<file path="config.mk">
export PLATFORM = sky130hd
export DESIGN_NAME = tfz_front
export DESIGN_NICKNAME = d
export VERILOG_FILES = /design/src/rtl/tfz_pkg.sv /design/src/rtl/tfz_front.sv
export SDC_FILE = /design/constraint.sdc
export NUM_CORES = 1
export LEC_CHECK = 0
export ABC_CLOCK_PERIOD_IN_PS = 13100
export BUFFER_PORTS_ARGS = -buffer_cell sky130_fd_sc_hd__buf_4
export CORE_AREA = 2 2 200 202
export CTS_CLUSTER_DIAMETER = 150
export DETAILED_ROUTE_END_ITERATION = 8
export DIE_AREA = 0 0 202 204
export HOLD_SLACK_MARGIN = 0.02
export SLEW_MARGIN = 20
export SYNTH_ARGS = -nofsm -noshare
export SYNTH_HDL_FRONTEND = slang
export SYNTH_SLANG_ARGS = --single-unit
</file>
<file path="constraint.sdc">
create_clock -name clk -period 13.1 [get_ports clk]
set_input_delay 2.62 -clock clk [delete_from_list [all_inputs] [get_ports clk]]
set_output_delay 2.62 -clock clk [all_outputs]
set_load 0.01 [all_outputs]
</file>
<file path="src/rtl/tfz_pkg.sv">
// ----------------------------------------------------------------------------
// tfz_pkg
// Types and constants shared by the triangle fragment z-buffer MSAA unit.
// ----------------------------------------------------------------------------
package tfz_pkg;

  localparam int Z_W    = 24;  // depth and color width
  localparam int XW     = 21;  // scaled vertex coordinate, signed
  localparam int CW     = 20;  // scaled sample base coordinate, unsigned
  localparam int MW     = 25;  // multiplier operand, signed
  localparam int PRD_W  = 2 * MW;
  localparam int E_W    = 44;  // edge value, signed
  localparam int W_W    = 43;  // edge magnitude
  localparam int WLO_W  = 22;  // low half of a weight
  localparam int NUM_W  = 70;  // weighted depth sum
  localparam int D_W    = 46;  // weight sum
  localparam int Q_W    = 24;  // quotient bits
  localparam int N_W    = 4;   // grid size
  localparam int C_W    = 7;   // covered sample count
  localparam int ADDR_W = 24;  // pixel index
  localparam int FA_W   = 20;  // frame address output

  localparam logic [Z_W-1:0] FAR_DEPTH = '1;

  typedef struct packed {
    logic signed [15:0] vert0_x;
    logic signed [15:0] vert0_y;
    logic [23:0]        vert0_depth;
    logic signed [15:0] vert1_x;
    logic signed [15:0] vert1_y;
    logic [23:0]        vert1_depth;
    logic signed [15:0] vert2_x;
    logic signed [15:0] vert2_y;
    logic [23:0]        vert2_depth;
    logic [23:0]        tri_color;
    logic [9:0]         pixel_x;
    logic [9:0]         pixel_y;
  } tfz_in_t;

  typedef struct packed {
    logic [19:0] frame_address;
    logic [23:0] pixel_color;
    logic [23:0] pixel_depth;
  } tfz_out_t;

  typedef struct packed {
    logic [N_W-1:0]         n;
    logic [2:0][XW-1:0]     vx;
    logic [2:0][XW-1:0]     vy;
    logic [2:0][Z_W-1:0]    vz;
    logic [Z_W-1:0]         color;
    logic [CW-1:0]          sx0;
    logic [CW-1:0]          sy0;
    logic [ADDR_W-1:0]      addr;
  } tfz_job_t;

endpackage

</file>
<file path="src/rtl/tfz_front.sv">
// ----------------------------------------------------------------------------
// tfz_front
// Takes fragment beats, drops off-screen pixels, scales the vertices to the
// sample grid and queues a job for the back part. Holds the grid register.
// ----------------------------------------------------------------------------
module tfz_front #(
  parameter int SCREEN_WIDTH         = 1024,
  parameter int SCREEN_HEIGHT        = 1024,
  parameter int MAX_SAMPLES_PER_AXIS = 4
) (
  input  logic              clk,
  input  logic              rst_n,
  input  logic              cfg_write_en,
  input  logic [2:0]        cfg_write_data,
  input  logic              in_valid,
  output logic              in_stall,
  input  tfz_pkg::tfz_in_t  in_data,
  input  logic              hold,
  input  logic              q_full,
  output logic              q_push,
  output tfz_pkg::tfz_job_t q_data
);

  logic [2:0]                spa_r;
  logic [tfz_pkg::N_W-1:0]   n;
  logic [tfz_pkg::N_W:0]     s2;
  logic                      on_screen;
  logic [tfz_pkg::CW-1:0]    spx;
  logic [tfz_pkg::CW-1:0]    spy;
  logic [tfz_pkg::XW-1:0]    s2x;

  always_ff @(posedge clk) begin
    if (!rst_n) begin
      spa_r <= 3'd1;
    end else if (cfg_write_en) begin
      spa_r <= cfg_write_data;
    end
  end

  always_comb begin
    if (spa_r == 3'd0) begin
      n = tfz_pkg::N_W'(1);
    end else if (32'(spa_r) > MAX_SAMPLES_PER_AXIS) begin
      n = tfz_pkg::N_W'(MAX_SAMPLES_PER_AXIS);
    end else begin
      n = tfz_pkg::N_W'(spa_r);
    end
    s2  = {n, 1'b0};
    s2x = tfz_pkg::XW'(s2);
    on_screen = (32'(in_data.pixel_x) < SCREEN_WIDTH) &&
                (32'(in_data.pixel_y) < SCREEN_HEIGHT);
    spx = tfz_pkg::CW'(s2) * tfz_pkg::CW'(in_data.pixel_x);
    spy = tfz_pkg::CW'(s2) * tfz_pkg::CW'(in_data.pixel_y);

    q_data.n     = n;
    // vertices in units of 1/(32n) pixel, low bits of the product are exact
    q_data.vx[0] = tfz_pkg::XW'($signed(in_data.vert0_x)) * s2x;
    q_data.vy[0] = tfz_pkg::XW'($signed(in_data.vert0_y)) * s2x;
    q_data.vx[1] = tfz_pkg::XW'($signed(in_data.vert1_x)) * s2x;
    q_data.vy[1] = tfz_pkg::XW'($signed(in_data.vert1_y)) * s2x;
    q_data.vx[2] = tfz_pkg::XW'($signed(in_data.vert2_x)) * s2x;
    q_data.vy[2] = tfz_pkg::XW'($signed(in_data.vert2_y)) * s2x;
    q_data.vz[0] = in_data.vert0_depth;
    q_data.vz[1] = in_data.vert1_depth;
    q_data.vz[2] = in_data.vert2_depth;
    q_data.color = in_data.tri_color;
    q_data.sx0   = (spx + 1'b1) << 4;
    q_data.sy0   = (spy + 1'b1) << 4;
    q_data.addr  = tfz_pkg::ADDR_W'((SCREEN_HEIGHT - 1 - int'(in_data.pixel_y)) * SCREEN_WIDTH
                                    + int'(in_data.pixel_x));
  end

  assign in_stall = hold || q_full;
  assign q_push   = in_valid && !in_stall && on_screen;

endmodule

</file>
Yosys cells after proc, flatten, opt, wreduce, memory -nomap -nowiden
Cells that the tools add are included.
{"block": "word_totals", "output_inout_bits": 292, "wordCells": 20, "register_bits": 3, "input_bits": 221}
{"block": "classes", "muxes": 2, "reduce_logical": 4, "magnitude_cmp": 1, "mul": 8, "add_sub_neg": 4}
{"operator": "$mul A21 B4 Y20", "n": 6}
{"operator": "$add A15 B1 Y16 const B", "n": 2}
{"operator": "$mul A4 B10 Y14", "n": 2}
{"operator": "$add A21 B11 Y22", "n": 1}
{"operator": "$sub A10 B10 Y11 const A", "n": 1}
{"operator": "$mux W3", "n": 2}
{"operator": "$gt A3 B3 Y1 const B", "n": 1}
{"operator": "$logic_not A3 Y1", "n": 1}
{"operator": "$logic_and A1 B1 Y1", "n": 1}
{"operator": "$logic_not A1 Y1", "n": 1}
{"operator": "$logic_or A1 B1 Y1", "n": 1}

Depth between registers and ports, before layout
{"block": "depth", "word_depth": 5, "ltp_mapped": 17}

Least setup slack after synthesis
Ideal clock, no wire load.
{"block": "synth_timing", "path_type": "input-to-output", "from": "input in_data[146] (netlist bit)", "to": "output q_data[264] (netlist bit)", "required_time_ns": 10.480, "cell_stages": 12, "n_path_buf": 0, "arrival_ns": 5.184, "setup_slack_ns": 5.296, "path_cell_list": "and2_1 -> ha_1 -> inv_1 -> fa_1 -> inv_1 -> ha_1 -> a2111oi_1 -> o21a_1 -> o31a_4 -> o21ai_2 -> a221oi_2 -> xnor2_1"}
{"item": "start: declaration", "line_no": "tfz_front.sv:17", "source": "input tfz_pkg::tfz_in_t in_data,"}
{"item": "end: declaration", "line_no": "tfz_front.sv:21", "source": "output tfz_pkg::tfz_job_t q_data"}

==> impl_metrics.toml <==
[final_layout]
drive_above_1_share_pct = 15.3
antennaDiodeCount = 0
syn2layout_area_growth_pct = 13.2
fill_cells = 4071
nNetsFinal = 2786
final_area_um2 = 16800
regMostFlops = "spa_r"
finish.utilization_pct = 42.9
largestRegisters = "spa_r x3"
largest_reg_flops = 3

[global_route]
grt_max_degree = 68
grt_pass1_vias = 13119
overflow = 0
grt_pass1_wl_mm = 62.2
grt_use_total_pct = 17.8
antenna_found_initial = 1

[power]
p_per_area_nw_per_um2 = 51.0
power_uw = 856
vdd_drop_max_mv = 0.121
p_leak_uw = 0.00965

[synth]
synth_area_leaders = "ha_1, fa_1, inv_1"
synth_top_area_share_pct = 22.4
synth_most_common_cell = "inv_1"
yosys.area.top_type = "ha_1"
netlist_area_um2 = 14800
synth-async-reset-ratio_pct = 0
post_synth_num_cell_types = 74
yosys_register_bits = 3
yosysSeqAreaShare_pct = 0.405
synthFlopType = "dfxtp_1"
avgSynthCellArea_um2 = 7.28
synthTopCellsByCount = "inv_1, ha_1, and2_1"
syn_inst = 2037
synth_enable_flop_cells = 0
yosys_warnings = 0

[floorplan]
core_um2 = 39200
dieArea_um2 = 41200
pin_count = 513
row_count = 73
die_width_um = 202
initial_core_util_pct = 37.9
die_h_um = 204

[sta]
worst_pin_slew_ns = 0.740
period_minus_slack_ns = 8.25
skew_ns = 0
setup_viol = 0
maxSlewViolCount = 0
finalSetupTns_ns = 0
rsz0062_at_grt = "no"
hold_viol = 0
maxSlewHeadroom_pct = 49.4
final.setup.worst_slack_ns = 4.85
min_period_over_period_pct = 63.0
max_freq_ghz = 0.121

[worst_setup_path]
setup.worst_path.start = "in_data[180]"
cp.required_ns = 10.48
slowest_stage = "fa_1"
cp_data_arrival_time_ns = 5.63
critPathKind = "primary input to output port"
crit_top_cell = "ha_1"
r2r_cells = 2
end_kind = "output port"
r2r_start = "spa_r[2]$_SDFFE_PN0P_"
cp_cell_sequence = "buf_4 > and2_1 > ha_1 > ha_1 > ha_1 > fa_1 > a21o_1 > a21oi_1 > o211ai_1 > a311oi_1 > a211oi_1 > xor2_1 > buf_4"
cp_slowest_stage_delay_ns = 0.46
r2r_end = "spa_r[2]$_SDFFE_PN0P_"
cp-start-kind = "primary input"
path_max_fanout = 4
r2r_slack_ns = 12.06

[clock_network]
cts_buffer_depth = 2
insertion_delay_ns = 0.22
cts_setup_buffers = 0
cts_hold_buf = 0
cts_tree = "yes"
clkTransAtPathRegs_ns = 0.03
cts_resized = 0
cts.htree.levels = 1
clkSinkCount = 3
cts_root_buf = "clkbuf_16"
numCtsBuffers = 3

[place]
post-dp-hpwl_mm = 32.5
post-place-ws_ns = 4.87
gp_congestion = 0.864
portBuffers = 297
placed_cell_area_um2 = 16700

[route]
drt.antenna.violating_nets = 0
dr.first_iter.drc_count = 331
via_count = 13140
wl_mm = 37.6
viasPerCell = 4.85
dr.pass1.iters = 4
drt-wirelength-per-cell_um = 13.9
remaining_drc_errors = 0

[outcome]
status = "completed"

[min_path]
holdPathStages = 2
min_from = "spa_r[0]$_SDFFE_PN1P_"
min_path_type = "register to register"
min_to = "spa_r[0]$_SDFFE_PN1P_"

[flow_run]
max_cap_viol_count = 0
## metrics by stage
stage,hold WS [ns],cells
final,0.543,2711
after global routing,0.601,2711
after CTS,0.542,2710
after detailed placement,0.536,2706
after global placement,0.531,2706
after floorplan,0.456,2058
## cells in the final DEF (no fill, tap or decap), drive strengths merged, types with 7 or more instances in the layout
cell type,count
xnor2,72
a221oi,9
nand2,145
a2111oi,9
and2,260
o31ai,7
o211ai,12
a31oi,10
nor2,54
ha,266
nand3,21
conb,23
nand2b,19
or3,9
a211oi,14
a21oi,93
o21ai,52
xor2,25
o21a,22
nor2b,19
fa,112
buf,302
nor3,27
o21bai,10
inv,467
a21o,39
## per-layer routing
| metal | vias up | wire [um] | GRT usage, % |
|---|---|---|---|
| met2 | 270 | 18800 | 33.1 |
| met4 | 2 | 423 | 2.60 |
| met1 | 6205 | 16400 | 21.9 |
| met5 | - | 10 | 0 |
| met3 | 38 | 1920 | 2.87 |
| li1 | 6625 | - | - |
## where the power goes
group	leakage, uW	total, uW	switching, uW	internal, uW
Sequential	0.0000255	12.7	3.02	9.73
Combinational	0.00958	796	429	366
Clock	0.0000382	47.7	7.63	40.1
Total	0.00965	856	440	416
## cell families after synthesis
logic type / after synthesis / share of synthesized area (%)
buf+inv: 645 / 19.6
compound gates: 324 / 15.3
mux: 7 / 0.489
fa+ha+maj: 378 / 37.5
other cells: 2 / 0.0506
simple gates: 581 / 20.9
flops: 3 / 0.405
xor+xnor: 97 / 5.73
## cell type report
cell class | instances | area (um2) | share of cell area, %
tap | 525 | 657 | 3.91
timing repair buffer | 302 | 2280 | 13.6
inverter | 467 | 1750 | 10.4
multi-input combinational | 1410 | 12000 | 71.2
sequential | 3 | 63.8 | 0.380
clock buffer | 4 | 78.8 | 0.469
## critical path, delay by kind of cell
family | cells | cell delay [ns]
AO/OA/AOI/OAI | 5 | 1.13
AND/OR/NAND/NOR | 1 | 0.15
XOR/XNOR | 1 | 0.17
buffers and inverters | 2 | 0.29
adder cells (fa/ha/maj) | 4 | 1.27
## worst max-delay path by stage
| stage | to |
|---|---|
| after floorplan | q_data[264] |
| after global placement | q_data[61] |
| after detailed placement | q_data[179] |
| after CTS | q_data[179] |
| after global routing | q_data[41] |
| final | q_data[179] |
(Power assumes the default switching activity.)
