### src/rtl/tfz_pkg.sv
// ----------------------------------------------------------------------------
// tfz_pkg
// Types and constants shared by the triangle fragment z-buffer MSAA unit.
// ----------------------------------------------------------------------------
package tfz_pkg;

  localparam int Z_W    = 24;  // depth and color width
  localparam int XW     = 21;  // scaled vertex coordinate, signed
  localparam int CW     = 20;  // scaled sample base coordinate, unsigned
  localparam int MW     = 25;  // multiplier operand, signed
  localparam int PRD_W  = 2 * MW;
  localparam int E_W    = 44;  // edge value, signed
  localparam int W_W    = 43;  // edge magnitude
  localparam int WLO_W  = 22;  // low half of a weight
  localparam int NUM_W  = 70;  // weighted depth sum
  localparam int D_W    = 46;  // weight sum
  localparam int Q_W    = 24;  // quotient bits
  localparam int N_W    = 4;   // grid size
  localparam int C_W    = 7;   // covered sample count
  localparam int ADDR_W = 24;  // pixel index
  localparam int FA_W   = 20;  // frame address output

  localparam logic [Z_W-1:0] FAR_DEPTH = '1;

  typedef struct packed {
    logic signed [15:0] vert0_x;
    logic signed [15:0] vert0_y;
    logic [23:0]        vert0_depth;
    logic signed [15:0] vert1_x;
    logic signed [15:0] vert1_y;
    logic [23:0]        vert1_depth;
    logic signed [15:0] vert2_x;
    logic signed [15:0] vert2_y;
    logic [23:0]        vert2_depth;
    logic [23:0]        tri_color;
    logic [9:0]         pixel_x;
    logic [9:0]         pixel_y;
  } tfz_in_t;

  typedef struct packed {
    logic [19:0] frame_address;
    logic [23:0] pixel_color;
    logic [23:0] pixel_depth;
  } tfz_out_t;

  typedef struct packed {
    logic [N_W-1:0]         n;
    logic [2:0][XW-1:0]     vx;
    logic [2:0][XW-1:0]     vy;
    logic [2:0][Z_W-1:0]    vz;
    logic [Z_W-1:0]         color;
    logic [CW-1:0]          sx0;
    logic [CW-1:0]          sy0;
    logic [ADDR_W-1:0]      addr;
  } tfz_job_t;

endpackage

### src/rtl/tfz_fifo.sv
// ----------------------------------------------------------------------------
// tfz_fifo
// Short job queue between the front and back parts.
// ----------------------------------------------------------------------------
module tfz_fifo #(
  parameter int DEPTH = 2
) (
  input  logic              clk,
  input  logic              rst_n,
  input  logic              push,
  input  tfz_pkg::tfz_job_t push_data,
  output logic              full,
  input  logic              pop,
  output tfz_pkg::tfz_job_t pop_data,
  output logic              not_empty
);

  localparam int PW = (DEPTH > 1) ? $clog2(DEPTH) : 1;

  tfz_pkg::tfz_job_t mem_r [DEPTH];
  logic [PW-1:0]     wr_ptr_r;
  logic [PW-1:0]     rd_ptr_r;
  logic [PW:0]       cnt_r;

  always_ff @(posedge clk) begin
    if (!rst_n) begin
      wr_ptr_r <= '0;
      rd_ptr_r <= '0;
      cnt_r    <= '0;
    end else begin
      if (push) begin
        wr_ptr_r <= (wr_ptr_r == PW'(DEPTH - 1)) ? '0 : wr_ptr_r + 1'b1;
      end
      if (pop) begin
        rd_ptr_r <= (rd_ptr_r == PW'(DEPTH - 1)) ? '0 : rd_ptr_r + 1'b1;
      end
      if (push && !pop) begin
        cnt_r <= cnt_r + 1'b1;
      end else if (pop && !push) begin
        cnt_r <= cnt_r - 1'b1;
      end
    end
  end

  always_ff @(posedge clk) begin
    if (push) begin
      mem_r[wr_ptr_r] <= push_data;
    end
  end

  assign full      = cnt_r == (PW + 1)'(DEPTH);
  assign not_empty = cnt_r != '0;
  assign pop_data  = mem_r[rd_ptr_r];

endmodule

### config.mk
export PLATFORM = sky130hd
export DESIGN_NAME = tfz_fifo
export DESIGN_NICKNAME = d
export VERILOG_FILES = /design/src/rtl/tfz_pkg.sv /design/src/rtl/tfz_fifo.sv
export SDC_FILE = /design/constraint.sdc
export NUM_CORES = 1
export LEC_CHECK = 0
export BUFFER_PORTS_ARGS = -buffer_cell sky130_fd_sc_hd__buf_2
export CAP_MARGIN = 20
export CORE_MARGIN = 2
export CORE_UTILIZATION = 35
export CTS_BUF_LIST = sky130_fd_sc_hd__clkbuf_4
export CTS_CLUSTER_DIAMETER = 50
export DETAILED_ROUTE_END_ITERATION = 6
export GPL_TIMING_DRIVEN = 0
export PLACE_DENSITY = 0.61
export SLEW_MARGIN = 20
export SYNTH_ARGS = -nofsm -noshare
export SYNTH_HDL_FRONTEND = slang
export SYNTH_SLANG_ARGS = --single-unit
### constraint.sdc
create_clock -name clk -period 24.3 [get_ports clk]
set_clock_uncertainty 0.05 [all_clocks]
set_input_delay 4.86 -clock clk [delete_from_list [all_inputs] [get_ports clk]]
set_output_delay 4.86 -clock clk [all_outputs]
set_load 0.005 [all_outputs]
# Word-level counts from Yosys, hierarchy flattened
# Memory sizes are Yosys's and may differ from the RTL's. A register that Yosys moved wholly into a read port is not among the register bits.
# Cells that the tools add are included.
dict set report totals {
  ff_bits 4
  ramBits 580
  inputBits 294
  output_inout_bits 292
  elab_cells 23
  memories 1
}
dict set report op_classes {
  n_addsub 4
  n_eq_ne 1
  muxes 8
  reduce_logical 6
}
# memory words word_bits read_ports rd_clocked_by_memory_dff wr line_no
set memory_table {}
lappend memory_table {mem_r 2 290 1 1 1 tfz_fifo.sv:20} ;# tfz_pkg::tfz_job_t mem_r [DEPTH];
# op count
set op_table {}
lappend op_table {{2-to-1 mux 1 bit} 6}
lappend op_table {{2-to-1 mux 2 bit} 2}
lappend op_table {{nonzero test 2 bit} 2}
lappend op_table {{adder 1 bit (second input constant)} 2}
lappend op_table {{adder 2 x 1 -> 2 bit (second input constant)} 1}
lappend op_table {{== test 2 bit (second input constant)} 1}
lappend op_table {{logical AND 1 bit} 2}
lappend op_table {{logical NOT 1 bit} 2}
lappend op_table {{subtractor 2 x 1 -> 2 bit (second input constant)} 1}

# Depth between registers and ports, before layout
# Gate-level depths: netlist (run 1).
dict set report logic_depth {
  depth_word 4
  depth_mapped 5
}

# Worst setup path before layout (run 1)
# Ideal clock, no wire load.
dict set report synth_path {
  path_kind {input to register}
  startpoint {in push}
  endpoint {reg wr_ptr_r}
  arrival_ns 18.293
  path_slack_ns 5.839
  cell_stages 2
  path_cell_list {nor2b_1 -> o21a_1}
}
# item line_no
set synth_lines {}
lappend synth_lines {{from (decl)} tfz_fifo.sv:10} ;# input logic push,
lappend synth_lines {{to (signal assigned)} tfz_fifo.sv:32} ;# wr_ptr_r <= (wr_ptr_r == PW'(DEPTH - 1)) ? '0 : wr_ptr_r + 1'b1;
lappend synth_lines {{to (decl)} tfz_fifo.sv:21} ;# logic [PW-1:0] wr_ptr_r;

==> flow_summary.toml, run 1 <==
[status]
outcome = "completed"

[timing]
timing.fmax_ghz = 0.135
layout_setup_ws_ns = 16.90
finalSetupViolCount = 0
finalWorstPathRequiredPeriod_ns = 7.40
hold_viol = 0
worstMarginPinSlew_ns = 0.730
post-route-period-util_pct = 30.4
grt_setup_unrepaired = "no"
report.final.slew_viol_count = 0
tns_ns = 0
relSlewSlack_pct = 51.4

[logic_synthesis]
synthMuxAreaShare_pct = 16.9
synth.area.top_cells = "edfxtp_1, mux2_2, mux2_4"
syn-mean-instance-area_um2 = 23.3
synth_fa_ha_area_share_pct = 0.0582
syn_nets = 1219
yosysWarnings = 0
synthXorXnorAreaFrac_pct = 0.122
ys_ff_latch = 585
synthesis.instances = 924
yosysTopAreaCell = "edfxtp_1"
yosys.area.top_type_share_pct = 81.0
yosys.cell_types.count = 18
yosys.area_share.simple_pct = 0.262
synth-compound-area-share_pct = 0.0931
yosysSeqAreaShare_pct = 81.4
synth_area_um2 = 21500
synth_top_family_by_area = "multiplexers"

[clock_network]
cts_resized = 0
cts_tree = "done"
numClockSinks = 585
h-tree-depth = 4
path_clk_slew_ns = 0.06
cts_root_buf = "clkbuf_4"
clk_latency_ns = 0.88
cts_setup_buffers = 0
clockBufferDepth = 3
cts_buffers = 156
cts_hold_repair.buffers = 0

[routing]
top_layer = "met5"
via_per_inst = 4.49
drc_errors = 0
route.met3.wl_um = 5050
vias = 11700
drt_iter0_markers = 464
post_drt_wl_per_cell_um = 19.3
postRouteAntennaNets = 0
drt_wl_total_um = 50000
wl_met1_um = 18000
firstDrtPassIters = 4
routed-wl-met2_um = 25400

[layout]
final_net_count = 1982
drive_gt1_share_pct = 65.6
syn_to_final_growth_pct = 30.0

[floorplanning]
start_util_pct = 35.5
die_y_um = 252
ios = 586
row_count = 90
fp.coreArea_um2 = 60600
die-width_um = 252
dieArea_um2 = 63500

[power]
powerDensity_nw_per_um2 = 81.5
fin_total_pwr_mw = 2.28
ir_drop_mv = 0.0532
power.leakage_nw = 10.9

[setup_path]
worst_ep_required_time_ns = 19.39
worstSetupEndpointType = "primary output"
crit_type = "flip-flop to primary output"
r2r_start = "wr_ptr_r$_SDFFE_PN0P_"
crit_arrival_ns = 2.49
cp-start-kind = "flip-flop"
path_max_fanout = 11

[global_route]
grt_max_degree = 48
grt-ovfl-total = 0
grtUsageTotal_pct = 15.5
grt_pass1_wl_um = 72600
first_global_vias = 12700
antenna_found_initial = 21

[worst_hold_path]
hp-class = "flip-flop to flip-flop"
hp-start = "cnt_r[1]$_SDFFE_PN0P_"

[flow_run]
cap_violations = 0

[placement]
numPortBuffers = 585
routabilityCongestion = 0.766
place_worst_setup_slack_ns = 17.28
dpl.hpwl_um = 35800
report_power, final:
group / switching [mW] / total, mW / internal [mW]
sequential: 0.0111 / 1.18 / 1.17
combinational: 0.115 / 0.240 / 0.126
clock: 0.387 / 0.859 / 0.472
total: 0.513 / 2.28 / 1.77
flip-flops by register name, indices dropped and copies added (netlist names), named ones only:
signal,cells
cnt_r,2
mem_r,580
rd_ptr_r,1
wr_ptr_r,1
synthesized netlist by cell type:
cell type  number
edfxtp_1      580
mux2_2        190
inv_1           1
or2_2           1
buf_6          11
o21ai_0         1
xnor2_1         1
and2_1          4
o21a_1          1
ha_1            1
xor2_1          2
buf_2          20
mux2_4        100
a21boi_0        1
buf_4           1
or3_1           1
dfxtp_1         5
nor2b_1         3
metrics by stage:
step                      cells  instance area, um2  hold WS (ns)  util (%)
final                      2594               28000         0.474      46.1
after global routing       2587               27900         0.492      46.1
after CTS                  2582               27900         0.477      46.1
after detailed placement   2311               25900         0.461      42.8
after global placement     2291               25400         0.438      41.9
after floorplan             924               21500         0.418         -
layout make-up:
| cell class | count | area (um2) |
|---|---|---|
| buffer | 32 | 231 |
| tap | 782 | 978 |
| timing repair buffer | 605 | 3410 |
| clock inverter | 36 | 249 |
| sequential | 585 | 17500 |
| multi-input combinational | 306 | 3770 |
| clock buffer | 235 | 1760 |
| antenna | 12 | 30.0 |
| inverter | 1 | 3.75 |
| fill | 5360 | 32600 |
layout by cell type (no fill, tap or decap), types with 2 or more instances in the layout:
master and instances:
buf_2 605, edfxtp_1 580, clkbuf_4 235, mux2_2 190
mux2_4 100, clkinv_1 20, diode_2 12, buf_6 11
buf_16 11, buf_12 9, dfxtp_1 5, inv_6 4
and2_1 3, inv_2 3, bufinv_16 3, clkinv_2 3
clkinvlp_4 3, nor2b_1 2, xor2_1 2
logic make-up after synthesis:
logic type / count (synthesis)
XOR/XNOR: 3
adder cells (fa/ha/maj): 1
AND/OR/NAND/NOR: 9
flip-flops: 585
buffers and inverters: 33
AO/OA/AOI/OAI: 3
multiplexers: 290
worst max-delay path: stages, from the launching register on:
cell and delay (ns):
dfxtp_1 0.32, buf_2 0.29, buf_2 0.39, mux2_2 0.42
buf_2 0.16
per-layer routing:
metal,GRT usage (%),up-vias
met5,0,-
met4,7.15,14
met3,7.92,115
met2,26.5,477
met1,15.6,5680
li1,-,5371
worst paths after layout:
check	end	slack (ns)	depth (start not counted)
worst max-delay path	pop_data[148]	16.90	4
worst min-delay path	cnt_r[1]$_SDFFE_PN0P_	0.47	2
worst max register to register	mem_r[1][193]$_DFFE_PP_	21.90	4
worst min register to register	cnt_r[1]$_SDFFE_PN0P_	0.47	2
(Power assumes the default switching activity.)
==> run 2, diff against run 1 <==
- clock period: 24.3 -> 7.65 ns (I/O delays scaled with it)
==> flow_summary.toml, run 2 (synthesized netlist as in run 1, its figures left out) <==
[setup_path]
worst_ep_required_time_ns = 6.07
critPathMostFrequentCell = "buf_6"
crit_chain = "buf_4, buf_6, buf_6, mux2_4, buf_2"
r2r_start = "wr_ptr_r$_SDFFE_PN0P_"
max_stage_delay_ns = 0.32
regToRegEndpoint = "mem_r[0][252]$_DFFE_PP_"
r2r_cells = 7
path_max_fanout = 10
cp-start-kind = "flip-flop"
cp.buffers_inverters = 4
crit_arrival_ns = 2.42
rrSetupSlack_ns = 4.99
crit_type = "flip-flop to primary output"
cpLargestDelayFamily = "buffers and inverters"
cpMaxStageDelayCell = "dfxtp_1"
worstSetupEndpointType = "primary output"

[clock_network]
h-tree-depth = 4
cts_buffers = 152
cts_tree = "done"
clockBufferDepth = 3
cts_root_buf = "clkbuf_4"
numClockSinks = 585
cts_hold_repair.buffers = 0
path_clk_slew_ns = 0.07
cts_setup_buffers = 0
cts_resized = 0
clk_latency_ns = 0.90

[worst_hold_path]
hold_end = "cnt_r[1]$_SDFFE_PN0P_"
min_delay_path_depth = 2
hp-start = "cnt_r[1]$_SDFFE_PN0P_"
hp-class = "flip-flop to flip-flop"

[floorplanning]
row_count = 90
dieArea_um2 = 63500
fp.coreArea_um2 = 60600
start_util_pct = 35.5
ios = 586
die_y_um = 252
die-width_um = 252

[layout]
largest_register_ffs = 580
largest_registers = "mem_r: 580 flops, cnt_r: 2 flops"
final_net_count = 1978
final_common_cell = "buf_2"
final_cell_mix = "buf_2, edfxtp_1, clkbuf_4"
drive_gt1_share_pct = 65.5
syn_to_final_growth_pct = 29.3
regMostFlops = "mem_r"
postLayoutCoreUtil_pct = 45.9

[global_route]
antenna_found_initial = 13
grt-ovfl-total = 0
grt_pass1_wl_um = 72700
top_usage_layer = "met2"
grt_util_met3_pct = 8.29
met1_usage_pct = 15.9
first_global_vias = 12500
grt_max_degree = 52
grtUsageTotal_pct = 15.4
met2_usage_pct = 26.2

[placement]
numPortBuffers = 585
dpl.hpwl_um = 35700
routabilityCongestion = 0.758

[routing]
drt_wl_total_um = 49700
postRouteAntennaNets = 0
post_drt_wl_per_cell_um = 19.3
drt_iter0_markers = 552
vias = 11600
firstDrtPassIters = 5
via_per_inst = 4.53
drc_errors = 0

[timing]
report.final.slew_viol_count = 0
timing.fmax_ghz = 0.250
relSlewSlack_pct = 49.1
worstMarginPinSlew_ns = 0.762
grt_setup_unrepaired = "no"
hold_viol = 0
finalWorstPathRequiredPeriod_ns = 4.00
post-route-period-util_pct = 52.3
finalSetupViolCount = 0

[power]
fin_total_pwr_mw = 7.12
ir_drop_mv = 0.178
power.leakage_nw = 10.8
powerDensity_nw_per_um2 = 256

[flow_run]
cap_violations = 0

[status]
outcome = "completed"
==> run 2: cell count changes in the layout (fill, tap and decap cells not counted) <==
cell        delta
buf_12         -2
buf_16         +1
buf_8          +1
bufinv_16      -1
clkbuf_4      -12
clkinv_1       -3
clkinv_2       -1
clkinv_4       +1
clkinvlp_4     +1
diode_2        -8
inv_2          -1
==> run 2: worst max path at each step <==
stage	from	end	slack [ns]	cells past startpoint
global route	flip-flop	pop_data[201]	3.39	5
CTS	flip-flop	pop_data[198]	3.38	5
finish	flip-flop	pop_data[201]	3.65	5
detailed placement	push	mem_r[0][174]$_DFFE_PP_	3.58	8
global placement	push	mem_r[0][174]$_DFFE_PP_	-1.51	2
floorplan	push	mem_r[0][0]$_DFFE_PP_	1.29	1
==> run 2: cell type report <==
type,instances,area [um2]
fillers,5320,32800
flip-flops and latches,585,17500
multi-input cells,306,3770
repair buffers,605,3410
clock buffers,223,1670
well taps,782,978
plain buffers,32,231
clock inverters,32,215
diodes,4,10.0
inverters,1,3.75
==> run 2: worst register-to-register path: stages (launching register included) <==
cell	delay, ns
dfxtp_1	0.34
nor2b_4	0.62
buf_12	0.28
buf_16	0.22
buf_12	0.21
buf_12	0.23
buf_8	0.20
buf_12	0.20
==> run 2: routing by layer <==
metal,part of all wire [%],wire [um]
met5,0.22,108
met4,2.0,980
met3,11,5350
met2,51,25400
met1,36,17900
==> run 2: report_power, final <==
part / internal [mW] / switching, mW / total (mW)
registers: 3.71 / 0.0345 / 3.74
logic: 0.399 / 0.361 / 0.760
clock network: 1.40 / 1.22 / 2.62
total: 5.50 / 1.62 / 7.12
==> run 2: metrics by stage <==
step	setup WS (ns)	hold slack (ns)	TNS (ns)	area, um2	cells
final	3.65	0.517	0	27800	2570
after detailed placement	3.58	0.503	0	25900	2311
after global placement	-1.51	0.435	-480.83	25400	2291
after global routing	3.39	0.566	0	27800	2569
after floorplan	1.29	0.418	0	21500	924
after CTS	3.38	0.514	0	27800	2566
==> run 3, diff against run 2 <==
- clock period: 7.65 -> 3.8 ns (I/O delays scaled with it)
==> flow_summary.toml, run 3 (synthesized netlist as in run 1, its figures left out) <==
[routing]
vias = 12800
firstDrtPassIters = 5
post_drt_wl_per_cell_um = 18.4
drt_wl_total_um = 52700
drt_iter0_markers = 582
drc_errors = 0
postRouteAntennaNets = 0
via_per_inst = 4.46

[clock_network]
cts_resized = 0
clockBufferDepth = 3
cts_tree = "done"
clk_latency_ns = 0.90
cts_buffers = 152
numClockSinks = 585
cts_root_buf = "clkbuf_4"
path_clk_slew_ns = 0.07
h-tree-depth = 4

[setup_path]
worst_ep_required_time_ns = 2.99
cpMaxStageDelayCell = "dfxtp_1"
crit_type = "flip-flop to primary output"
path_max_fanout = 10
worstSetupEndpointType = "primary output"
cp-start-kind = "flip-flop"
critPathMostFrequentCell = "buf_6"
max_stage_delay_ns = 0.33
crit_arrival_ns = 2.43
crit_chain = "buf_4, buf_6, buf_6, mux2_4, buf_2"

[global_route]
grt_pass1_wl_um = 79000
grt_max_degree = 52
first_global_vias = 14200
antenna_found_initial = 9
grtUsageTotal_pct = 16.4
grt-ovfl-total = 0

[placement]
placed_cell_area_um2 = 25900
numPortBuffers = 585
place_inst = 2311
place_worst_setup_slack_ns = 0.496
dpl.hpwl_um = 35700
routabilityCongestion = 0.758

[power]
fin_total_pwr_mw = 14.6
powerDensity_nw_per_um2 = 476
ir_drop_mv = 0.276
power.leakage_nw = 12.0

[layout]
final_common_cell = "buf_2"
final_cell_mix = "buf_2, edfxtp_1, dlygate4sd3_1"
drive_gt1_share_pct = 56.3
final_area_um2 = 30700
final_cells = 2861
largest_register_ffs = 580
final_net_count = 2270
largest_registers = "mem_r: 580 flops, cnt_r: 2 flops"
postLayoutCoreUtil_pct = 50.7
syn_to_final_growth_pct = 42.9
regMostFlops = "mem_r"

[floorplanning]
ios = 586
die-width_um = 252
row_count = 90
dieArea_um2 = 63500
fp.coreArea_um2 = 60600
start_util_pct = 35.5
die_y_um = 252

[timing]
report.final.slew_viol_count = 0
tns_ns = 0
grt_setup_unrepaired = "no"
post-route-period-util_pct = 85.2
timing.fmax_ghz = 0.309
layout_setup_ws_ns = 0.564
holdWs_ns = 0.175
relSlewSlack_pct = 49.1
worstMarginPinSlew_ns = 0.761
finalSetupViolCount = 0
hold_viol = 0
finalWorstPathRequiredPeriod_ns = 3.24

[flow_run]
cap_violations = 0

[worst_hold_path]
hp-class = "input pin to flip-flop"

[status]
outcome = "completed"
[run 3: changes by cell type in the layout (fill, tap and decap cells not counted)]
| cell | delta |
|---|---|
| diode_2 | -1 |
| dlygate4sd3_1 | +292 |
[run 3: path summary, 6_finish.rpt]
check | from | end | slack [ns] | cells after the start
worst min-delay path | pop | rd_ptr_r$_SDFFE_PN0P_ | 0.17 | 3
worst min register to register | cnt_r[1]$_SDFFE_PN0P_ | cnt_r[1]$_SDFFE_PN0P_ | 0.52 | 2
worst max-delay path | flip-flop | pop_data[198] | 0.56 | 5
worst max register to register | wr_ptr_r$_SDFFE_PN0P_ | mem_r[0][252]$_DFFE_PP_ | 1.14 | 7
[run 3: repair_timing]
action / CTS / global route
endpoints found under the hold margin: 585 / 0
setup buffers: 0 / 0
hold buffers: 292 / 0
[run 3: layer usage]
layer  global-route usage [%]  routed length, um  up-vias
met1                     17.6              19900     6252
met4                     6.90               1370        8
met3                     6.86               4430      109
met5                        0                 49        -
li1                         -                  -     5912
met2                     28.6              27000      490
[run 3: critical path, delay by kind of cell (launching register included)]
kind	cells	cell delay, ns
buffers and inverters	4	0.86
multiplexers	1	0.31
flip-flops	1	0.33
[run 3: final cells by class]
class	instances	area, um2
clock inverters	32	215
diodes	3	7.51
flip-flops and latches	585	17500
inverters	1	3.75
repair buffers	897	6340
well taps	782	978
multi-input cells	306	3770
plain buffers	32	231
clock buffers	223	1670
fillers	4970	29900
[run 3: where the power goes]
| part | total (mW) | internal, mW | leakage, nW | switching, mW |
|---|---|---|---|---|
| logic | 1.80 | 1.00 | 5.43 | 0.796 |
| clock network | 5.31 | 2.82 | 1.12 | 2.49 |
| registers | 7.53 | 7.46 | 5.49 | 0.0715 |
| total | 14.6 | 11.3 | 12.0 | 3.36 |
